<file path="src/rtl/core/abs_pkg.sv">
// abs_pkg: constants and types for the adaptive baseline subtract unit
// no dependencies; used by abs_mean and adaptive_baseline_subtract_unit
package abs_pkg;

  localparam int WINDOW      = 10;
  localparam int SAMPLE_BITS = 12;
  localparam int TOL_BITS    = 8;
  localparam logic [TOL_BITS-1:0] TOL_RESET = TOL_BITS'(5);

  // held count reaches WINDOW, window sum stays below WINDOW * 2^SAMPLE_BITS
  localparam int CNT_W   = $clog2(WINDOW + 1);
  localparam int SUM_W   = SAMPLE_BITS + $clog2(WINDOW);
  localparam int CMP_W   = (SAMPLE_BITS > TOL_BITS) ? SAMPLE_BITS : TOL_BITS;
  localparam int CORR_W  = SAMPLE_BITS + 1;

  // reciprocal scaling: exact floor(sum / n) for every sum below 2^SUM_W
  localparam int RECIP_K = SUM_W + CNT_W;
  localparam int RECIP_W = RECIP_K + 1;
  localparam int PROD_W  = SUM_W + RECIP_W;

  typedef logic [SAMPLE_BITS-1:0] sample_t;
  typedef logic [CNT_W-1:0]       count_t;
  typedef logic [SUM_W-1:0]       sum_t;
  typedef logic [TOL_BITS-1:0]    tol_t;
  typedef logic [CORR_W-1:0]      corr_t;

endpackage

</file>
<file path="src/rtl/core/abs_mean.sv">
// abs_mean: floor(sum / count) for count in 1..WINDOW by reciprocal multiply
// depends on abs_pkg
module abs_mean (
  input  abs_pkg::sum_t    sum,
  input  abs_pkg::count_t  count,
  output abs_pkg::sample_t mean
);

  localparam int TAB_N = 2 ** abs_pkg::CNT_W;

  logic [abs_pkg::RECIP_W-1:0] recip_tab [TAB_N];
  logic [abs_pkg::RECIP_W-1:0] recip;
  logic [abs_pkg::PROD_W-1:0]  prod;

  // ceil(2^K / n) per count value
  for (genvar i = 0; i < TAB_N; i++) begin : g_recip
    localparam longint DIV = (i == 0) ? 1 : i;
    localparam longint RV  = ((64'd1 << abs_pkg::RECIP_K) + DIV - 1) / DIV;
    assign recip_tab[i] = abs_pkg::RECIP_W'(RV);
  end

  assign recip = recip_tab[count];
  assign prod  = abs_pkg::PROD_W'(sum) * abs_pkg::PROD_W'(recip);
  assign mean  = prod[abs_pkg::RECIP_K +: abs_pkg::SAMPLE_BITS];

endmodule

</file>
<file path="src/rtl/core/adaptive_baseline_subtract_unit.sv">
// adaptive_baseline_subtract_unit: top level, window test, baseline update
// depends on abs_pkg and abs_mean
//
// channel   signals                          payload
// item      item_valid / item_stall          sample, waveform_start
// result    result_valid / result_stall      corrected, baseline
// config    cfg_valid / cfg_ready            tolerance
//
// one transaction per cycle unless the result stalls; stages: input register,
// then window test, sum and reciprocal multiply into the result register
// the baseline loop closes through the multiplier in abs_mean
// reset is synchronous: history, count, sum and baseline clear, tolerance = 5
// a stalled result holds; the input register holds and stalls behind it
module adaptive_baseline_subtract_unit (
  input  logic                  clk,
  input  logic                  rst,
  input  logic                  item_valid,
  output logic                  item_stall,
  input  abs_pkg::sample_t      sample,
  input  logic                  waveform_start,
  output logic                  result_valid,
  input  logic                  result_stall,
  output abs_pkg::corr_t        corrected,
  output abs_pkg::sample_t      baseline,
  input  logic                  cfg_valid,
  output logic                  cfg_ready,
  input  abs_pkg::tol_t         tolerance
);

  abs_pkg::tol_t    tol;
  logic             valid_a;
  abs_pkg::sample_t sample_a;
  logic             start_a;
  logic             advance;

  abs_pkg::sample_t history [abs_pkg::WINDOW];
  abs_pkg::sample_t window_next [abs_pkg::WINDOW];
  abs_pkg::count_t  held;
  abs_pkg::count_t  held_next;
  abs_pkg::sum_t    sum;
  abs_pkg::sum_t    sum_next;
  abs_pkg::sample_t run_base;
  abs_pkg::sample_t run_base_next;
  abs_pkg::sample_t mean;
  logic [abs_pkg::WINDOW-1:0] quiet_lane;
  logic             quiet;

  assign cfg_ready  = 1'b1;
  assign advance    = valid_a && !(result_valid && result_stall);
  assign item_stall = valid_a && result_valid && result_stall;

  always_ff @(posedge clk) begin
    if (rst) begin
      tol <= abs_pkg::TOL_RESET;
    end else if (cfg_valid && cfg_ready) begin
      tol <= tolerance;
    end
  end

  always_ff @(posedge clk) begin
    if (rst) begin
      valid_a <= 1'b0;
    end else if (!item_stall) begin
      valid_a <= item_valid;
    end
  end

  always_ff @(posedge clk) begin
    if (item_valid && !item_stall) begin
      sample_a <= sample;
      start_a  <= waveform_start;
    end
  end

  // window after this sample: newest first
  always_comb begin
    window_next[0] = sample_a;
    for (int i = 1; i < abs_pkg::WINDOW; i++) begin
      window_next[i] = start_a ? '0 : history[i-1];
    end
  end

  always_comb begin
    if (start_a) begin
      held_next = abs_pkg::CNT_W'(1);
    end else if (held < abs_pkg::CNT_W'(abs_pkg::WINDOW)) begin
      held_next = held + abs_pkg::CNT_W'(1);
    end else begin
      held_next = held;
    end
  end

  // running sum: entries beyond the held count are always zero
  always_comb begin
    logic [abs_pkg::SUM_W:0] acc;
    acc = {1'b0, sum} + (abs_pkg::SUM_W + 1)'(sample_a)
        - (abs_pkg::SUM_W + 1)'(history[abs_pkg::WINDOW-1]);
    sum_next = start_a ? abs_pkg::SUM_W'(sample_a) : acc[abs_pkg::SUM_W-1:0];
  end

  always_comb begin
    for (int i = 0; i < abs_pkg::WINDOW; i++) begin
      logic [abs_pkg::CMP_W-1:0] a;
      logic [abs_pkg::CMP_W-1:0] b;
      logic [abs_pkg::CMP_W-1:0] gap;
      a    = abs_pkg::CMP_W'(window_next[i]);
      b    = abs_pkg::CMP_W'(run_base);
      gap  = (a >= b) ? (a - b) : (b - a);
      quiet_lane[i] = (abs_pkg::CNT_W'(i) >= held_next) || (gap < abs_pkg::CMP_W'(tol));
    end
    quiet = &quiet_lane;
  end

  abs_mean u_mean (
    .sum   (sum_next),
    .count (held_next),
    .mean  (mean)
  );

  always_comb begin
    if (start_a) begin
      run_base_next = sample_a;
    end else if (quiet) begin
      run_base_next = mean;
    end else begin
      run_base_next = run_base;
    end
  end

  always_ff @(posedge clk) begin
    if (rst) begin
      for (int i = 0; i < abs_pkg::WINDOW; i++) begin
        history[i] <= '0;
      end
      held     <= '0;
      sum      <= '0;
      run_base <= '0;
    end else if (advance) begin
      history  <= window_next;
      held     <= held_next;
      sum      <= sum_next;
      run_base <= run_base_next;
    end
  end

  always_ff @(posedge clk) begin
    if (rst) begin
      result_valid <= 1'b0;
    end else begin
      result_valid <= advance || (result_valid && result_stall);
    end
  end

  always_ff @(posedge clk) begin
    if (advance) begin
      corrected <= {1'b0, sample_a} - {1'b0, run_base_next};
      baseline  <= run_base_next;
    end
  end

  a_held_cap: assert property (@(posedge clk) disable iff (rst)
    held <= abs_pkg::CNT_W'(abs_pkg::WINDOW))
    else $error("held count above window");

  a_empty_sum: assert property (@(posedge clk) disable iff (rst)
    (held == '0) |-> (sum == '0))
    else $error("nonzero sum with empty history");

  a_start_zero: assert property (@(posedge clk) disable iff (rst)
    (advance && start_a) |=> (corrected == '0 && baseline == $past(sample_a)))
    else $error("waveform start did not set baseline");

  a_stall_full: assert property (@(posedge clk) disable iff (rst)
    item_stall |-> (valid_a && result_valid))
    else $error("input stalled with room downstream");

endmodule
</file>
<file path="config.mk">
export PLATFORM = sky130hd
export DESIGN_NAME = adaptive_baseline_subtract_unit
export DESIGN_NICKNAME = d
export VERILOG_FILES = /design/src/rtl/core/abs_pkg.sv /design/src/rtl/core/abs_mean.sv /design/src/rtl/core/adaptive_baseline_subtract_unit.sv
export SDC_FILE = /design/constraint.sdc
export NUM_CORES = 2
export LEC_CHECK = 0
export CORE_ASPECT_RATIO = 1.2
export CORE_MARGIN = 5
export CORE_UTILIZATION = 44
export CTS_BUF_LIST = sky130_fd_sc_hd__clkbuf_4 sky130_fd_sc_hd__clkbuf_8 sky130_fd_sc_hd__clkbuf_16
export CTS_CLUSTER_SIZE = 12
export DETAILED_ROUTE_END_ITERATION = 16
export DONT_BUFFER_PORTS = 1
export HOLD_SLACK_MARGIN = 0.08
export PLACE_DENSITY = 0.55
export SETUP_SLACK_MARGIN = 0.1
export SKIP_LAST_GASP = 1
export SLEW_MARGIN = 20
export SYNTH_ARGS = -nofsm -noshare
export SYNTH_HDL_FRONTEND = slang
export SYNTH_SLANG_ARGS = --single-unit
</file>
<file path="constraint.sdc">
create_clock -name clk -period 11.3 [get_ports clk]
set_input_delay 0.565 -clock clk [delete_from_list [all_inputs] [get_ports clk]]
set_output_delay 0.565 -clock clk [all_outputs]
set_load 0.005 [all_outputs]
</file>
### Word level (Yosys, flattened, before mapping)

Memory sizes are Yosys's and may differ from the RTL's.
Index checks and enable logic that the tools add are counted.

| word-level totals | value |
|---|---|
| register bits | 200 |
| memory bits (read-only) | 336 |
| input bits | 26 |
| output and inout bits | 28 |
| logic and storage cells | 124 |
| memories | 1 |

| operators by class | value |
|---|---|
| add/sub/neg operators | 24 |
| $mul | 1 |
| magnitude comparators | 32 |
| mux-type cells | 26 |
| bitwise logic cells | 1 |
| reduce and logical (&&, ||, !) cells | 19 |

Memories:

| name | words | width | read ports | clocked after Yosys merged registers in | wr ports | line | source |
|---|---|---|---|---|---|---|---|
| (name not given) | 16 | 21 | 1 | 0 | 0 | abs_mean.sv:22 | `assign recip = recip_tab[count];` |

Operator list:

| kind | count |
|---|---|
| 2-to-1 mux 12 bit | 21 |
| subtractor 12 bit | 20 |
| >= comparator 12 bit | 10 |
| < comparator 12 x 8 -> 1 bit | 10 |
| 2-to-1 mux 21 bit | 2 |
| multiplier 16 x 21 -> 32 bit | 1 |
| adder 16 x 12 -> 16 bit | 1 |
| >= comparator 3 x 4 -> 1 bit (first input constant) | 4 |
| 2-to-1 mux 16 bit | 1 |
| subtractor 16 x 12 -> 16 bit | 1 |
| subtractor 12 x 12 -> 13 bit | 1 |
| logical OR 1 bit | 11 |
| AND reduction 10 bit | 1 |
| >= comparator 1 x 4 -> 1 bit (first input constant) | 2 |
| >= comparator 2 x 4 -> 1 bit (first input constant) | 2 |
| >= comparator 4 bit (first input constant) | 2 |
| 2-to-1 mux 4 bit | 2 |
| >= comparator 5 bit (second input constant) | 1 |
| logical AND 1 bit | 5 |
| NOT 4 -> 5 bit | 1 |
| adder 4 x 1 -> 4 bit (second input constant) | 1 |
| < comparator 4 bit (second input constant) | 1 |
| logical NOT 1 bit | 2 |

### Longest topological paths before layout

| logic depth | value |
|---|---|
| depth after elaboration | 11 |
| depth in mapped cells | 51 |
| gate-level depth less buffers | 50 |

### Cells and area by module

A second synthesis with hierarchy kept.

| second synthesis, totals | value |
|---|---|
| cell total of the unflattened synthesis | 4,107 |
| area total of the unflattened synthesis | 32,022.0 um^2 |

Modules (own cells, without submodules):

| module | instances | cells each | area each (um^2) | sequential area each (um^2) |
|---|---|---|---|---|
| adaptive_baseline_subtract_unit | 1 | 2,897 | 21,700.8 | 4,384.2 |
| abs_mean | 1 | 1,210 | 10,321.1 | 0.0 |

### Worst setup path before layout

OpenSTA, ideal clock, no wires.

| timing | value |
|---|---|
| path type | register -> register |
| from | register sample_a[1] |
| to | register corrected[11], data pin |
| setup time | 0.258 ns |
| arrival | 10.178 ns |
| required time | 11.042 ns |
| slack | 0.864 ns |
| cell stages (with the launch flop) | 48 |
| path buffers | 1 |
| clock period less this slack | 10.436 ns |
| cells stage by stage | edfxtp_1 inv_1 fa_1 inv_1 ha_1 a211oi_1 o21ai_0 or3b_2 a211oi_1 o21a_1 o21a_1 nor2_1 xnor2_1 and2_1 clkbuf_1 nand2_1 fa_1 fa_1 (+12 left out) a31oi_1 nor2_1 xnor2_1 or2_2 o221ai_1 ha_1 nor2b_1 o21ai_0 a21boi_0 o21ai_0 a21boi_0 o21ai_0 a21boi_0 o21ai_0 nand2b_1 a21o_1 a21oi_1 xnor2_1 |

| on the way | value |
|---|---|
| word-level cells in the longest chain between the ends | 8 |
| elaborated cells between the ends (all ways) | 14 |
| classes of those cells | add/sub: 5; mul: 1; order compare: 2; mux: 4; reduce/logical: 2 |

RTL lines:

| element | line | source |
|---|---|---|
| from (decl) | adaptive_baseline_subtract_unit.sv:32 | `abs_pkg::sample_t sample_a;` |
| from (signal assigned) | adaptive_baseline_subtract_unit.sv:70 | `sample_a <= sample;` |
| parallel branches: the longest is 7 deep, another holds multiplier 16 x 21 -> 32 bit | - |  |
| subtractor 12 x 12 -> 13 bit * | adaptive_baseline_subtract_unit.sv:156 | `corrected <= {1'b0, sample_a} - {1'b0, run_base_next};` |
| to (signal assigned) | adaptive_baseline_subtract_unit.sv:156 |  |
| to (decl) | adaptive_baseline_subtract_unit.sv:23 | `output abs_pkg::corr_t corrected,` |

Every way passes the cells marked *.
A chain may end at the register's enable or synchronous reset.

### Worst setup path in the final report

| timing | value |
|---|---|
| from | register sample_a[4] |
| to | register corrected[11], data pin |

The elaborated chain is that of the path after synthesis.

==> summary.txt <==
Clock tree
  • Cts hold-fix bufs: 0
  • H-tree levels: 4
  • Clock transition at the registers of the reported paths: 0.10 ns
  • Worst skew pair latency: 0.50 ns
  • Number of CTS-inserted buffers: 17
  • Clk sinks: 200
  • Root Buffer: clkbuf_16
  • CTS max path bufs: 2
  • CTS tree: yes

Cells and area
  • Share of layout cells above drive strength 1: under 10%
  • Nets@finish: 4,717
  • Final core utilization: 47.6%
  • Design Area, Final: 0.0339 sq mm
  • Layout area overhead: 6.99%
  • FILL cells: slightly above 7,000
  • Fin cells: between 4,000 and 5,000

Place
  • Cell area after placement: ~0.033 sq mm
  • Placed wire-length estimate: between 80 and 90 mm
  • Placed Cells incl. Taps: 4,889
  • Routability cong.: around 0.95
  • # port buffers: 0

STA
  • Final setup fails: 0
  • Period utilization: 95.4%
  • RSZ-0062 raised after global routing: yes
  • Slew @ Worst Pin: 1.17 ns
  • Fmax: 92.8 MHz
  • Fin. Hold Viols: 0
  • Setup_tns: 0 ns
  • Fin. max-slew vios: 0
  • Slew HR: about a fifth
  • Tmin final: about 11 ns
  • Max Clock Skew: between 0.015 and 0.02 ns

Critical path
  • WS Path Type: register to register
  • Most frequent CP cell: fa_1
  • CP required: 11.56 ns
  • Arrival @ worst endpoint: 11.04 ns
  • Worst stage delay on the critical path: about 0.57 ns
  • Slowest cell on crit path: fa_1
  • CP Capture Type: register
  • CP Launch Type: register
  • Critical path peak fanout: 6

Floorplan
  • Starting density of the core: between 40 and 50%
  • Core ar.: roughly 0.07 sq mm
  • FP Rows: 107
  • Die Area: around 0.078 sq mm
  • Die Span Y: between 300 and 400 um
  • Die Wd: around 250 um
  • Num ports: 54

Global route
  • Initial antenna violation count: 3
  • Number of global-route vias before repair: 27,900
  • First-pass GRT wire length: 166 mm
  • Gr ovfl total: 0
  • Pin count of the biggest net entering global routing: around 160
  • Gr usage total: approximately 28%

Route
  • Drt drc: 0
  • Vias per cell: around 5.7
  • DRT iter0 DRCs: around 1,900
  • Total wire length: 109 mm
  • Antenna viol nets, final: 0
  • Vias: 27,900
  • WL per Instance: ~22 um
  • Drt pass-1 iters: 5

Synthesis
  • Cell variety after synth: 94
  • Number of synthesized flops with an enable pin: 38
  • Synth Instances: 4,020
  • Sequential area share after synthesis: approximately 14%
  • Ys Warns: 0
  • Post-Syn Area: about 0.032 sq mm
  • Syn_nets: 4,751
  • FF+latch count, synth: 200
  • Asr flop ratio synth: 0%
  • Post-synthesis average cell area: about 8 sq um
  • Post-synth top flop: dfxtp_1

Power
  • Power Density: 105 mW/mm^2
  • P_leak: 0.0164 uW
  • Peak supply drop: 0.110 mV

Job
  • Max_cap viols: 0

Status
  • Status: finished, final reports clean

Worst hold path
  • Hold crit path type: input pin to register
[per-stage QoR]
step | total power [uW] | hold WS, ns | setup slack (ns)
3_5_place_dp | 2820 | 0.444 | 0.246
5_1_grt | 3810 | 0.136 | 0.0400
6_report | 3550 | 0.155 | 0.524
3_3_place_gp | 2820 | 0.437 | 0.281
2_1_floorplan | 2230 | 0.432 | 0.864
4_1_cts | 3530 | 0.124 | 0.196
[flip-flops by register name, summed over array words and instances (netlist names)]
name          flops
history         120
tol               8
run_base         12
valid_a           1
baseline         12
held              4
sample_a         12
corrected        13
start_a           1
result_valid      1
sum              16
[placed cells by master, fill, tap and decap left out, drive strengths merged, types with 40 or more instances in the layout]
master	count
o21a	57
nand2	700
and2	46
a21o	96
nor2	217
ha	417
o21ai	147
fa	288
a211oi	63
a21oi	299
dfxtp	162
inv	584
buf	129
xnor2	84
nor2b	50
mux2i	59
xor2	42
nor3	40
[routing by layer]
metal	vias to the layer above	part of all wire (%)	GRT usage [%]
met2	738	50	48.8
met1	13600	41	34.2
li1	13300	-	-
met5	-	0	0
met3	232	3.9	2.42
met4	0	5.4	12.7
[worst max-delay path, delay by kind of cell, from the launching register on]
kind,cells,cell delay (ns)
fa+ha+maj,10,4.61
simple gates,12,2.03
compound gates,16,2.73
flops,1,0.36
xor+xnor,3,0.52
buf+inv,4,0.24
[logic make-up (layout without fill, tap and decap cells)]
group                      Yosys count  after routing  share of synthesized area [%]
and+or+nand+nor                   1245           1245                           17.3
AOI/OAI and AO/OA                  905            905                           18.8
buffers and inverters              756            735                           9.07
adders and majority gates          705            705                           34.7
DFF                                200            200                           13.8
xor gates and xnor gates           128            128                           3.63
muxes                               80             80                           2.61
other                                1              4                         0.0118
[worst paths after layout]
| path | from | endpoint | slack [ns] | cells after the start |
|---|---|---|---|---|
| max reg2reg | sample_a[4] | corrected[11] | 0.52 | 45 |
| min | sample[1] | sample_a[1] | 0.16 | 0 |
| min reg2reg | history[71] | history[71] | 0.46 | 2 |
| max | sample_a[4] | corrected[11] | 0.52 | 45 |
[synth_stat cells, drive strengths merged (6+ instances only)]
| master | number | area [sq um] |
|---|---|---|
| nand2 | 700 | 2630 |
| inv | 573 | 2150 |
| ha | 417 | 5220 |
| a21oi | 299 | 1510 |
| fa | 288 | 5770 |
| nor2 | 217 | 822 |
| dfxtp | 162 | 3240 |
| clkbuf | 158 | 596 |
| o21ai | 147 | 751 |
| a21o | 96 | 721 |
| xnor2 | 84 | 736 |
| a211oi | 63 | 483 |
| mux2i | 59 | 591 |
| o21a | 57 | 428 |
| nor2b | 50 | 313 |
| and2 | 46 | 288 |
| xor2 | 42 | 368 |
| nor3 | 40 | 200 |
| nand3 | 39 | 195 |
| edfxtp | 38 | 1140 |
| nand2b | 33 | 206 |
| o211ai | 33 | 248 |
| and3 | 31 | 194 |
| buf | 24 | 124 |
| a221oi | 22 | 199 |
| a21boi | 21 | 158 |
| mux2 | 21 | 236 |
| o21bai | 19 | 143 |
| or2 | 18 | 113 |
| a31oi | 17 | 106 |
| nand4 | 16 | 115 |
| o221a | 16 | 180 |
| o31ai | 14 | 110 |
| o221ai | 12 | 105 |
| o41ai | 11 | 104 |
| or3 | 11 | 73.8 |
| o22ai | 10 | 62.6 |
| or4 | 10 | 78.8 |
| a211o | 7 | 61.3 |
| nor3b | 7 | 52.6 |
| nor4 | 6 | 37.5 |
| o2111ai | 6 | 52.6 |
| o211a | 6 | 60.1 |
[power breakdown]
| part | internal [uW] | switching (uW) |
|---|---|---|
| logic | 832 | 1240 |
| registers | 757 | 18.1 |
| clock network | 334 | 366 |
| total | 1920 | 1630 |
[cell type report]
cell class	instances	area [sq um]	share of cell area, %
inverters	574	2160	6.38
multi-input cells	3064	24600	72.4
well taps	926	1160	3.42
repair buffers	129	993	2.93
clock inverters	14	204	0.602
flip-flops and latches	200	4390	12.9
diodes	3	7.51	0.0221
clock buffers	18	439	1.30
[timing repair]
| item | in CTS | in global routing |
|---|---|---|
| setup buffers | 0 | 4 |
| resized for setup | 0 | 35 |
| setup endpoints to repair | 0 | 6 |
No activity file was read; power rests on OpenSTA's default activity.
